### src/design/aema_pkg.sv
// ----------------------------------------------------------------------------
// Audio error metrics package
// Shared constants, word types and state record types for the error metrics
// accumulator and its parts.
// ----------------------------------------------------------------------------
package aema_pkg;

	localparam int MAX_CHANNELS = 8;
	localparam int CH_W = 3;
	localparam int SMP_W = 16;
	localparam int CNT_W = 32;
	localparam int SUM_W = 63;
	localparam int SQ_W = 2 * SMP_W;
	localparam int NCH_W = 4;
	localparam int ADDR_W = (MAX_CHANNELS > 1) ? $clog2(MAX_CHANNELS) : 1;
	localparam int IDX_W = (ADDR_W > CH_W) ? ADDR_W : CH_W;

	localparam int PADDR_W = 3;
	localparam int PDATA_W = 32;
	localparam logic [PADDR_W-1:0] ADDR_NUM_CHANNELS = PADDR_W'(0);

	localparam logic [NCH_W-1:0] NUM_CH_RESET = NCH_W'(2);
	localparam logic [NCH_W-1:0] STEREO_CHANNELS = NCH_W'(2);
	localparam logic [CH_W-1:0] LEFT_CH = CH_W'(0);
	localparam logic [CH_W-1:0] RIGHT_CH = CH_W'(1);

	typedef struct packed {
		logic [CH_W-1:0]         channel;
		logic signed [SMP_W-1:0] orig_sample;
		logic signed [SMP_W-1:0] test_sample;
	} in_word_t;

	typedef struct packed {
		logic [CNT_W-1:0] chan_count;
		logic [SUM_W-1:0] chan_sq_error;
		logic [SUM_W-1:0] chan_sq_signal;
		logic [SMP_W-1:0] chan_max_error;
		logic [CNT_W-1:0] mid_count;
		logic [SUM_W-1:0] mid_sq_error;
		logic [SUM_W-1:0] mid_sq_signal;
		logic [SMP_W-1:0] mid_max_error;
	} out_word_t;

	typedef struct packed {
		logic [CNT_W-1:0] cnt;
		logic [SUM_W-1:0] esum;
		logic [SUM_W-1:0] ssum;
		logic [SMP_W-1:0] peak;
	} rec_t;

	localparam int REC_W = $bits(rec_t);

	typedef struct packed {
		logic             en;
		rec_t             base;
		logic [SQ_W-1:0]  sq_err;
		logic [SQ_W-1:0]  sq_sig;
		logic [SMP_W-1:0] abs_err;
	} upd_in_t;

endpackage

### src/design/aema_ram.sv
// ----------------------------------------------------------------------------
// Generic single-port-write RAM
// One write port and one read port with registered read data. A read of the
// entry being written in the same cycle returns the new data.
// ----------------------------------------------------------------------------
module aema_ram #(
	parameter int WIDTH = 8,
	parameter int DEPTH = 8
) (
	input  logic                                      clk,
	input  logic                                      we,
	input  logic [((DEPTH > 1) ? $clog2(DEPTH) : 1)-1:0] waddr,
	input  logic [WIDTH-1:0]                          wdata,
	input  logic                                      re,
	input  logic [((DEPTH > 1) ? $clog2(DEPTH) : 1)-1:0] raddr,
	output logic [WIDTH-1:0]                          rdata
);

	logic [WIDTH-1:0] mem [DEPTH];

	always_ff @(posedge clk) begin
		if (we) begin
			mem[waddr] <= wdata;
		end
	end

	always_ff @(posedge clk) begin
		if (re) begin
			if (we && (waddr == raddr)) begin
				rdata <= wdata;
			end else begin
				rdata <= mem[raddr];
			end
		end
	end

endmodule

### src/design/aema_update.sv
// ----------------------------------------------------------------------------
// Metrics record update
// Adds one sample to a record when enabled: saturating count, saturating sums of squares
// and the running peak of the absolute error.
// ----------------------------------------------------------------------------
module aema_update (
	input  aema_pkg::upd_in_t upd,
	output aema_pkg::rec_t    rec
);
	import aema_pkg::*;

	logic [SUM_W:0] esum_ext;
	logic [SUM_W:0] ssum_ext;

	assign esum_ext = {1'b0, upd.base.esum} + (SUM_W + 1)'(upd.sq_err);
	assign ssum_ext = {1'b0, upd.base.ssum} + (SUM_W + 1)'(upd.sq_sig);

	always_comb begin
		rec = upd.base;
		if (upd.en) begin
			rec.cnt = (&upd.base.cnt) ? upd.base.cnt : upd.base.cnt + CNT_W'(1);
			rec.esum = esum_ext[SUM_W] ? {SUM_W{1'b1}} : esum_ext[SUM_W-1:0];
			rec.ssum = ssum_ext[SUM_W] ? {SUM_W{1'b1}} : ssum_ext[SUM_W-1:0];
			if (upd.abs_err > upd.base.peak) begin
				rec.peak = upd.abs_err;
			end
		end
	end

endmodule

### src/design/audio_error_metrics_accumulator.sv
// A result word is registered through stage 1, stage 2 and the output register after
// its input word is accepted. A new word is taken only once stage 1 has made both
// passes through the shared squaring multipliers (error square, then signal square).
// Per-channel totals live in an 8-entry RAM read at accept and written back
// from the last stage, with forwarding for back-to-back words on one channel.
// Reset clears all totals at once through per-entry valid bits; no sweep.
// ----------------------------------------------------------------------------
// Audio error metrics accumulator
// Accumulates per-channel sample count, squared error, squared signal and
// peak error, plus the same metrics for the stereo mid signal.
// ----------------------------------------------------------------------------
module audio_error_metrics_accumulator (
	input  logic                                clk,
	input  logic                                arst_n,
	input  logic                                in_valid,
	output logic                                in_stall,
	input  aema_pkg::in_word_t                  in_word,
	output logic                                out_valid,
	input  logic                                out_stall,
	output aema_pkg::out_word_t                 out_word,
	input  logic                                psel,
	input  logic                                penable,
	input  logic                                pwrite,
	input  logic [aema_pkg::PADDR_W-1:0]        paddr,
	input  logic [aema_pkg::PDATA_W-1:0]        pwdata,
	output logic [aema_pkg::PDATA_W-1:0]        prdata,
	output logic                                pready
);
	import aema_pkg::*;

	logic [NCH_W-1:0]        num_ch_q;
	logic signed [SMP_W-1:0] held_orig_q;
	logic signed [SMP_W-1:0] held_test_q;
	rec_t                    mid_q;
	logic                    valid_q [MAX_CHANNELS];
	logic                    out_vld_q;
	out_word_t               out_word_q;

	logic                    in_acc;
	logic                    s2_fire;
	logic                    s2_free;
	logic                    s1_move;
	logic                    stereo;
	logic [IDX_W-1:0]        ch_ext;
	logic [ADDR_W-1:0]       in_addr;
	logic                    in_stored;
	logic                    in_upd;
	logic                    in_hit;
	logic signed [SMP_W:0]   in_err;
	logic [SMP_W:0]          in_err_neg;
	logic [SMP_W-1:0]        in_ae;
	logic [SMP_W-1:0]        in_ax;
	logic signed [SMP_W:0]   osum;
	logic signed [SMP_W:0]   tsum;
	logic signed [SMP_W:0]   osum_t;
	logic signed [SMP_W:0]   tsum_t;

	logic                    vld_s1;
	logic                    ph_s1;
	logic [ADDR_W-1:0]       addr_s1;
	logic                    stored_s1;
	logic                    hit_s1;
	logic                    upd_s1;
	logic                    mid_s1;
	logic [SMP_W-1:0]        ae_s1;
	logic [SMP_W-1:0]        ax_s1;
	logic signed [SMP_W-1:0] xm_s1;
	logic signed [SMP_W-1:0] ym_s1;
	logic [SQ_W-1:0]         sqe_s1;
	logic [SQ_W-1:0]         sqe_mid_s1;
	rec_t                    base_s1;

	logic signed [SMP_W:0]   mid_err;
	logic [SMP_W:0]          mid_err_neg;
	logic [SMP_W-1:0]        mid_ae;
	logic [SMP_W-1:0]        mid_ax;
	logic [SMP_W-1:0]        xm_neg;
	logic [SQ_W-1:0]         mul_chan;
	logic [SQ_W-1:0]         mul_mid;
	logic                    fwd;
	rec_t                    base_next;

	logic                    vld_s2;
	logic [ADDR_W-1:0]       addr_s2;
	logic                    stored_s2;
	logic                    upd_s2;
	logic                    mid_s2;
	rec_t                    base_s2;
	logic [SQ_W-1:0]         sqe_s2;
	logic [SQ_W-1:0]         sqs_s2;
	logic [SMP_W-1:0]        ae_s2;
	logic [SQ_W-1:0]         sqe_mid_s2;
	logic [SQ_W-1:0]         sqs_mid_s2;
	logic [SMP_W-1:0]        aem_s2;

	upd_in_t                 chan_upd;
	upd_in_t                 mid_upd;
	rec_t                    chan_new;
	rec_t                    mid_new;

	logic                    ram_we;
	logic [REC_W-1:0]        ram_rdata;

	// Configuration port.
	assign pready = 1'b1;

	always_comb begin
		prdata = '0;
		if (paddr == ADDR_NUM_CHANNELS) begin
			prdata = PDATA_W'(num_ch_q);
		end
	end

	always_ff @(posedge clk or negedge arst_n) begin
		if (!arst_n) begin
			num_ch_q <= NUM_CH_RESET;
		end else if (psel && penable && pwrite && (paddr == ADDR_NUM_CHANNELS)) begin
			num_ch_q <= pwdata[NCH_W-1:0];
		end
	end

	// Handshake and stage movement.
	assign s2_fire = vld_s2 && (!out_vld_q || !out_stall);
	assign s2_free = !vld_s2 || s2_fire;
	assign s1_move = vld_s1 && ph_s1 && s2_free;
	assign in_stall = vld_s1 && !s1_move;
	assign in_acc = in_valid && !in_stall;

	// Input decode.
	assign stereo = (num_ch_q == STEREO_CHANNELS);
	assign ch_ext = IDX_W'(in_word.channel);
	assign in_addr = ch_ext[ADDR_W-1:0];
	assign in_stored = {1'b0, ch_ext} < (IDX_W + 1)'(MAX_CHANNELS);
	assign in_upd = in_stored && (NCH_W'(in_word.channel) < num_ch_q);
	assign in_hit = in_stored && (valid_q[in_addr] || (ram_we && (addr_s2 == in_addr)));

	assign in_err = {in_word.test_sample[SMP_W-1], in_word.test_sample}
		- {in_word.orig_sample[SMP_W-1], in_word.orig_sample};
	assign in_err_neg = -in_err;
	assign in_ae = in_err[SMP_W] ? in_err_neg[SMP_W-1:0] : in_err[SMP_W-1:0];
	assign in_ax = in_word.orig_sample[SMP_W-1] ? -in_word.orig_sample : in_word.orig_sample;

	// Mid sample: sum halved with truncation toward zero.
	assign osum = {held_orig_q[SMP_W-1], held_orig_q}
		+ {in_word.orig_sample[SMP_W-1], in_word.orig_sample};
	assign tsum = {held_test_q[SMP_W-1], held_test_q}
		+ {in_word.test_sample[SMP_W-1], in_word.test_sample};
	assign osum_t = osum + (SMP_W + 1)'(osum[SMP_W]);
	assign tsum_t = tsum + (SMP_W + 1)'(tsum[SMP_W]);

	always_ff @(posedge clk or negedge arst_n) begin
		if (!arst_n) begin
			held_orig_q <= '0;
			held_test_q <= '0;
		end else if (in_acc && in_upd && stereo && (in_word.channel == LEFT_CH)) begin
			held_orig_q <= in_word.orig_sample;
			held_test_q <= in_word.test_sample;
		end
	end

	// Stage 1: two passes through the multipliers.
	always_ff @(posedge clk or negedge arst_n) begin
		if (!arst_n) begin
			vld_s1 <= 1'b0;
			ph_s1 <= 1'b0;
		end else if (in_acc) begin
			vld_s1 <= 1'b1;
			ph_s1 <= 1'b0;
		end else if (s1_move) begin
			vld_s1 <= 1'b0;
		end else if (vld_s1 && !ph_s1) begin
			ph_s1 <= 1'b1;
		end
	end

	assign mid_err = {ym_s1[SMP_W-1], ym_s1} - {xm_s1[SMP_W-1], xm_s1};
	assign mid_err_neg = -mid_err;
	assign mid_ae = mid_err[SMP_W] ? mid_err_neg[SMP_W-1:0] : mid_err[SMP_W-1:0];
	assign xm_neg = -xm_s1;
	assign mid_ax = xm_s1[SMP_W-1] ? xm_neg : xm_s1;

	assign mul_chan = SQ_W'(ph_s1 ? ax_s1 : ae_s1) * SQ_W'(ph_s1 ? ax_s1 : ae_s1);
	assign mul_mid = SQ_W'(ph_s1 ? mid_ax : mid_ae) * SQ_W'(ph_s1 ? mid_ax : mid_ae);

	assign fwd = vld_s2 && stored_s2 && stored_s1 && (addr_s2 == addr_s1);

	always_comb begin
		if (fwd) begin
			base_next = chan_new;
		end else if (hit_s1) begin
			base_next = rec_t'(ram_rdata);
		end else begin
			base_next = '0;
		end
	end

	always_ff @(posedge clk) begin
		if (in_acc) begin
			addr_s1 <= in_addr;
			stored_s1 <= in_stored;
			hit_s1 <= in_hit;
			upd_s1 <= in_upd;
			mid_s1 <= in_upd && stereo && (in_word.channel == RIGHT_CH);
			ae_s1 <= in_ae;
			ax_s1 <= in_ax;
			xm_s1 <= osum_t[SMP_W:1];
			ym_s1 <= tsum_t[SMP_W:1];
		end
		if (vld_s1 && !ph_s1) begin
			sqe_s1 <= mul_chan;
			sqe_mid_s1 <= mul_mid;
			base_s1 <= base_next;
		end
	end

	// Stage 2: saturating update, write-back and result.
	always_ff @(posedge clk or negedge arst_n) begin
		if (!arst_n) begin
			vld_s2 <= 1'b0;
		end else if (s1_move) begin
			vld_s2 <= 1'b1;
		end else if (s2_fire) begin
			vld_s2 <= 1'b0;
		end
	end

	always_ff @(posedge clk) begin
		if (s1_move) begin
			addr_s2 <= addr_s1;
			stored_s2 <= stored_s1;
			upd_s2 <= upd_s1;
			mid_s2 <= mid_s1;
			base_s2 <= base_s1;
			sqe_s2 <= sqe_s1;
			sqs_s2 <= mul_chan;
			ae_s2 <= ae_s1;
			sqe_mid_s2 <= sqe_mid_s1;
			sqs_mid_s2 <= mul_mid;
			aem_s2 <= mid_ae;
		end
	end

	assign chan_upd = '{en: upd_s2, base: base_s2, sq_err: sqe_s2, sq_sig: sqs_s2,
		abs_err: ae_s2};
	assign mid_upd = '{en: mid_s2, base: mid_q, sq_err: sqe_mid_s2, sq_sig: sqs_mid_s2,
		abs_err: aem_s2};

	aema_update u_chan_update (
		.upd (chan_upd),
		.rec (chan_new)
	);

	aema_update u_mid_update (
		.upd (mid_upd),
		.rec (mid_new)
	);

	assign ram_we = s2_fire && upd_s2;

	aema_ram #(
		.WIDTH (REC_W),
		.DEPTH (MAX_CHANNELS)
	) u_ram (
		.clk   (clk),
		.we    (ram_we),
		.waddr (addr_s2),
		.wdata (chan_new),
		.re    (in_acc),
		.raddr (in_addr),
		.rdata (ram_rdata)
	);

	always_ff @(posedge clk or negedge arst_n) begin
		if (!arst_n) begin
			for (int i = 0; i < MAX_CHANNELS; i++) begin
				valid_q[i] <= 1'b0;
			end
		end else if (ram_we) begin
			valid_q[addr_s2] <= 1'b1;
		end
	end

	always_ff @(posedge clk or negedge arst_n) begin
		if (!arst_n) begin
			mid_q <= '0;
		end else if (s2_fire && mid_s2) begin
			mid_q <= mid_new;
		end
	end

	// Output register.
	always_ff @(posedge clk or negedge arst_n) begin
		if (!arst_n) begin
			out_vld_q <= 1'b0;
		end else if (s2_fire) begin
			out_vld_q <= 1'b1;
		end else if (!out_stall) begin
			out_vld_q <= 1'b0;
		end
	end

	always_ff @(posedge clk) begin
		if (s2_fire) begin
			out_word_q <= '{chan_count: chan_new.cnt, chan_sq_error: chan_new.esum,
				chan_sq_signal: chan_new.ssum, chan_max_error: chan_new.peak,
				mid_count: mid_new.cnt, mid_sq_error: mid_new.esum,
				mid_sq_signal: mid_new.ssum, mid_max_error: mid_new.peak};
		end
	end

	assign out_valid = out_vld_q;
	assign out_word = out_word_q;

`ifndef SYNTHESIS
	a_accept_free_mult: assert property (@(posedge clk) disable iff (!arst_n)
		in_acc |-> !(vld_s1 && !ph_s1))
		else $error("Word accepted while the multipliers are on their first pass.");

	a_write_sets_valid: assert property (@(posedge clk) disable iff (!arst_n)
		ram_we |=> valid_q[$past(addr_s2)])
		else $error("Written channel entry is not marked valid.");

	a_mid_hold: assert property (@(posedge clk) disable iff (!arst_n)
		!(s2_fire && mid_s2) |=> $stable(mid_q))
		else $error("Mid totals changed without a mid update.");

	a_s2_hold: assert property (@(posedge clk) disable iff (!arst_n)
		vld_s2 && !s2_fire |=> vld_s2 && $stable(base_s2))
		else $error("Stalled last stage lost its word.");
`endif

endmodule

### config.mk
export PLATFORM = sky130hd
export DESIGN_NAME = audio_error_metrics_accumulator
export DESIGN_NICKNAME = d
export VERILOG_FILES = /design/src/design/aema_pkg.sv /design/src/design/aema_ram.sv /design/src/design/aema_update.sv /design/src/design/audio_error_metrics_accumulator.sv
export SDC_FILE = /design/constraint.sdc
export NUM_CORES = 2
export LEC_CHECK = 0
export BUFFER_PORTS_ARGS = -buffer_cell sky130_fd_sc_hd__buf_2
export CAP_MARGIN = 15
export CORE_ASPECT_RATIO = 1.4
export CORE_MARGIN = 10
export CORE_UTILIZATION = 60
export CTS_CLUSTER_SIZE = 12
export DETAILED_ROUTE_END_ITERATION = 8
export PLACE_DENSITY = 0.77
export RECOVER_POWER = 25
export SYNTH_ARGS = -nofsm -noshare
export SYNTH_HDL_FRONTEND = slang
export SYNTH_SLANG_ARGS = --single-unit
### constraint.sdc
create_clock -name clk -period 31.3 [get_ports clk]
set_input_delay 3.13 -clock clk [delete_from_list [all_inputs] [get_ports clk]]
set_output_delay 3.13 -clock clk [all_outputs]
set_load 0.02 [all_outputs]
Word-level counts from Yosys, hierarchy flattened
Memories as Yosys holds them, arrays and structs flattened. A register that Yosys moved wholly into a read port is not among the register bits.
Cells that the tools add are included.
{"block": "op_classes", "n_addsub": 16, "mul": 2, "div": 0, "n_lt_le_gt_ge": 6, "eq_ne": 6, "n_shift": 0, "mux": 35, "bitwise_logic": 3, "reduce_logical": 36}
{"op": "174-bit two-way mux", "n": 4}
{"op": "63-bit by 32-bit adder with 64-bit output", "n": 4}
{"op": "63-bit two-way mux", "n": 4}
{"op": "16-bit two-way mux", "n": 7}
{"op": "32-bit by 1-bit adder with 32-bit output (second input constant)", "n": 2}
{"op": "16-bit by 16-bit multiplier with 32-bit output", "n": 2}
{"op": "32-bit two-way mux", "n": 2}
{"op": "16-bit negation", "n": 4}
{"op": "32-bit AND reduction", "n": 2}
{"op": "16-bit by 16-bit adder with 17-bit output", "n": 2}
{"op": "17-bit by 1-bit adder with 17-bit output", "n": 2}
{"op": "16-bit by 16-bit subtractor with 17-bit output", "n": 2}
{"op": "16-bit greater-than comparator", "n": 2}
{"op": "1-bit logical AND", "n": 19}
{"op": "15-bit two-way mux", "n": 1}
{"op": "1-bit two-way mux", "n": 14}
{"op": "4-bit greater-or-equal comparator (second input constant)", "n": 2}
{"op": "3-bit inverter with 4-bit output", "n": 2}
{"op": "8-bit bitwise OR", "n": 1}
{"op": "3-bit equality test", "n": 2}
{"op": "1-bit logical NOT", "n": 6}
{"op": "3-bit logical NOT", "n": 2}
{"op": "2-bit nonzero test", "n": 3}
{"op": "4-bit by 2-bit equality test with 1-bit output (second input constant)", "n": 1}
{"op": "other kinds (10)", "n": 12}
{"block": "totals", "ff_bits": 1217, "latch_bits": 0, "ramBits": 1392, "mem_bits_ro": 0, "inputBits": 77, "output_inout_bits": 383, "wordCells": 160, "memories": 1}
{"memory": "u_ram.mem", "depth": 8, "width": 174, "rd": 1, "rd_clocked_by_memory_dff": 1, "write_ports": 1, "line_no": "aema_ram.sv:19", "rtl": "logic [WIDTH-1:0] mem [DEPTH];"}

Longest topological paths before layout
{"block": "depth", "word_depth": 12, "ltp_mapped": 40, "ltp_nobuf": 39}

By module
A second synthesis with hierarchy kept.
{"block": "unflattened", "cells_unflattened": 9163, "area_unflattened_um2": 134466.5}
{"mod": "audio_error_metrics_accumulator", "instances": 1, "cells_each": 4560, "area_each_um2": 60241.5, "seq_area_each_um2": 35255.1}
{"mod": "aema_ram", "instances": 1, "cells_each": 2395, "area_each_um2": 59602.2, "seq_area_each_um2": 47025.1}
{"mod": "aema_update (u_mid_update)", "instances": 1, "cells_each": 1124, "area_each_um2": 7405.9, "seq_area_each_um2": 0.0}
{"mod": "aema_update (u_chan_update)", "instances": 1, "cells_each": 1084, "area_each_um2": 7216.9, "seq_area_each_um2": 0.0}

Worst setup path after synthesis
No wires, ideal clock.
{"block": "synth_path", "kind": "input port to flip-flop", "from": "in out_stall", "to": "reg valid_q[3] in the netlist's numbering", "setup_time_ps": 141, "t_arrival_ps": 27300, "required_time_ps": 31159, "slack_ps": 3859, "cell_stages": 6, "n_path_buf": 1, "path_cell_list": "nand2_1 -> and2_1 -> clkbuf_1 -> nand3_1 -> nor3_1 -> or2_2"}
{"block": "synth_between", "elab_chain_len": 4}
{"element": "start: declaration", "line_no": "audio_error_metrics_accumulator.sv:19", "rtl": "input logic out_stall,"}
{"element": "1-bit logical NOT"}
{"element": "1-bit logical OR", "line_no": "audio_error_metrics_accumulator.sv:123", "rtl": "assign s2_fire = vld_s2 && (!out_vld_q || !out_stall);"}
{"element": "1-bit logical AND", "line_no": "audio_error_metrics_accumulator.sv:123"}
{"element": "named net s2_fire", "line_no": "audio_error_metrics_accumulator.sv:40", "rtl": "logic s2_fire;"}
{"element": "1-bit logical AND", "line_no": "audio_error_metrics_accumulator.sv:258", "rtl": "assign ram_we = s2_fire && upd_s2;"}
{"element": "end signal: indexed assignment", "line_no": "audio_error_metrics_accumulator.sv:276", "rtl": "valid_q[i] <= 1'b0;"}
{"element": "end signal: indexed assignment", "line_no": "audio_error_metrics_accumulator.sv:279", "rtl": "valid_q[addr_s2] <= 1'b1;"}
{"element": "end: declaration", "line_no": "audio_error_metrics_accumulator.sv:35", "rtl": "logic valid_q [MAX_CHANNELS];"}
The timed path passes the listed nets, and every way through them passes these cells.
A chain may end at the register's enable or synchronous reset.

==> impl_metrics.yaml <==
outcome:
  status: "complete, but fails checks"
  violations: "capacitance limit, slew limit"
timing:
  fin_crit_sh_pct: 39.5
  rsz0062_at_grt: "false"
  hold_viol: 0
  report.final.slew_viol_count: 1358
  finalSetupTns_ns: 0
  worstMarginPinSlew_ns: 9.71
  final.min_clock_period_ns: 12.36
  relSlewSlack_pct: -547
  fmax_mhz: 80.9
  fin_worst_skew_ns: 0.100
  final-setup-viol-count: 0
finish:
  n_fill_cell: 15200
  final_util_pct: 66.2
  mostFrequentLayoutCells: "2555 x edfxtp_1, 720 x inv_1, 701 x nand2_1"
  final_common_cell: "edfxtp_1"
  nNetsFinal: 10800
  layout.cells.non_filler: 12900
  syn2layout_area_growth_pct: 9.81
  drive_gt1_share_pct: 13.2
clock_tree:
  htree_levels: 5
  cts_root_buffer: "clkbuf_16"
  clk_latency_ns: 0.88
  numCtsBuffers: 284
  cts_tree: "built"
  clkTransAtPathRegs_ns: 0.06
  hold_buffers: 0
  clockBufferDepth: 4
  postCtsSetupBuffers: 0
  ctsResizeCount: 0
  cts.sink_count: 2777
routing:
  drc_errors: 0
  drt_iter0_markers: 7769
  ant_nets: 0
  dr_wl_met3_microns: 26200
  avgRoutedWirePerCell_microns: 24.8
  wirelength_microns: 320000
  top_layer: "met4"
  vias: 80900
  wl_met1_microns: 121000
  viasPerCell: 6.25
  wl_met2_microns: 160000
  first_pass_iters: 5
logic_synthesis:
  synth_seq_cells: 2777
  synth_top_family_by_area: "adder cells"
  syn_area_sq_um: 133000
  synth-compound-area-share_pct: 7.18
  synthArstFlopShare_pct: 7.99
  yosys.area_share.xor_xnor_pct: 3.15
  synth_mux_area_share_pct: 7.40
  synth_ff_type: "edfxtp_1"
  ys_warn_count: 0
  ys_types: 101
  synthAdderAreaFrac_pct: 8.99
  syn_avg_cell_area_sq_um: 14.0
  yosys.area_share.simple_pct: 8.06
  seq_area_frac_synth_pct: 61.9
  synth-edff-count: 2555
  syn_inst: 9527
grt:
  grt_pass1_wl_microns: 491000
  grt_antenna_before_repair: 16
  grt_max_degree: 195
  overflow: 0
  grt_usage_pct: 26.2
  first_global_vias: 83900
worst_setup_path:
  critical_path_class: "input port to register"
  path_max_fanout: 95
  path_cells: "buf_8 > clkbuf_1 > buf_4 > buf_4 > mux4_2 > nor2b_1 > a211oi_1 > a21oi_1"
  cp_common_cell: "buf_4"
  critPathArrivalTime_ns: 12.93
  worst_setup_path_end_kind: "register"
  critPathLaunchType: "input port"
  cp_slowest_cell: "clkbuf_1"
  cp_slowest_stage_delay_ns: 5.83
  crit_required_ns: 31.86
die:
  die_w_microns: 418
  start_util_pct: 60.3
  core_area_sq_um: 221000
  ioPinCount: 460
  die_y_microns: 577
  dieArea_sq_um: 241000
  rows: 204
run:
  maxCapViolations: 19
hold_path:
  hp-class: "register to register"
place:
  hpwlAfterDp_microns: 205000
  port_buffers: 402
  place_congestion: 0.931
  place_inst: 12500
[cell usage after synthesis (15+ instances only)]
master	n	share of area, %
buf_2	23	0.087
clkbuf_1	304	0.86
nand2_1	701	2.0
o21a_1	60	0.34
nand2b_1	53	0.25
a21o_1	133	0.75
xor2_1	146	0.96
and2_1	38	0.18
ha_1	428	4.0
or2_2	28	0.13
nor4_1	37	0.17
nor3_1	113	0.43
nor2b_1	135	0.64
o31ai_1	29	0.16
buf_4	29	0.16
nor3b_1	15	0.085
inv_1	720	2.0
a31oi_1	92	0.43
and4_1	19	0.13
o21ai_0	377	1.4
a211oi_1	118	0.67
dfrtp_1	221	4.2
and3_1	82	0.39
nor2_1	594	1.7
mux2_2	71	0.60
xnor2_1	329	2.2
mux4_2	350	5.9
a22oi_1	26	0.15
nand4_1	92	0.43
o211ai_1	17	0.096
a31o_2	19	0.13
o22ai_1	23	0.11
or3_1	36	0.17
nand3_1	296	1.1
o21bai_1	49	0.28
edfxtp_1	2555	58
mux2i_1	113	0.85
buf_1	61	0.17
a21oi_1	477	1.8
fa_1	330	5.0
[worst max-delay path: cells and delay by family]
family | cells | cell delay [ns]
compound gates | 2 | 0.41
buf+inv | 4 | 8.47
mux | 1 | 0.62
simple gates | 1 | 0.14
[cells by family after synthesis]
family                   Yosys count
flip-flops                      2777
adder cells (fa/ha/maj)          758
other                              2
multiplexers                     535
AND/OR/NAND/NOR                 2281
AO/OA/AOI/OAI                   1547
buffers and inverters           1150
XOR/XNOR                         477
[state kept, by name, summed over array words and instances, names as in the netlist, 31 cells and up]
register     flops
sqs_mid_s2      31
sqe_s2          31
base_s1        174
sqs_s2          31
sqe_mid_s2      31
u_ram.mem     1392
sqe_s1          31
out_word       348
sqe_mid_s1      31
u_ram.rdata    174
base_s2        174
mid_q          174
[metrics by stage]
stage,hold slack (ns),area (sq um),setup slack (ns)
finish,0.406,146000,18.94
global route,0.406,146000,17.45
floorplan,0.400,133000,3.86
CTS,0.406,146000,21.09
detailed placement,0.405,138000,21.10
global placement,0.400,138000,21.20
[path summary, 6_finish.rpt]
path	from	endpoint	slack, ns	cells past startpoint
worst max-delay path	in_word[32]	u_ram.rdata[170]	18.94	8
worst min-delay path	base_s1[25]	base_s2[25]	0.41	0
worst max register to register	addr_s2[0]	base_s1[47]	19.08	6
worst min register to register	base_s1[25]	base_s2[25]	0.41	0
max in group asynchronous	arst_n	mid_q[32]	20.57	3
min in group asynchronous	arst_n	mid_q[114]	4.85	1
[cell type report]
class	count	area, sq um	share of cell area, %
inverter	732	2750	1.88
timing repair buffer	514	2850	1.95
sequential	2777	82300	56.3
clock inverter	46	539	0.369
multi-input combinational	5627	46400	31.8
antenna	9	22.5	0.0154
tap	2884	3610	2.47
clock buffer	358	7580	5.19
[per-layer routing]
layer / track usage [%] / vias to the layer above
met5: 0 / -
met4: 10.4 / 0
met3: 4.40 / 706
met2: 44.6 / 3832
met1: 33.7 / 40500
li1: - / 35800
Power is not shown: default switching activity piles up to over one toggle a cycle in this logic, so the estimate is an artifact.
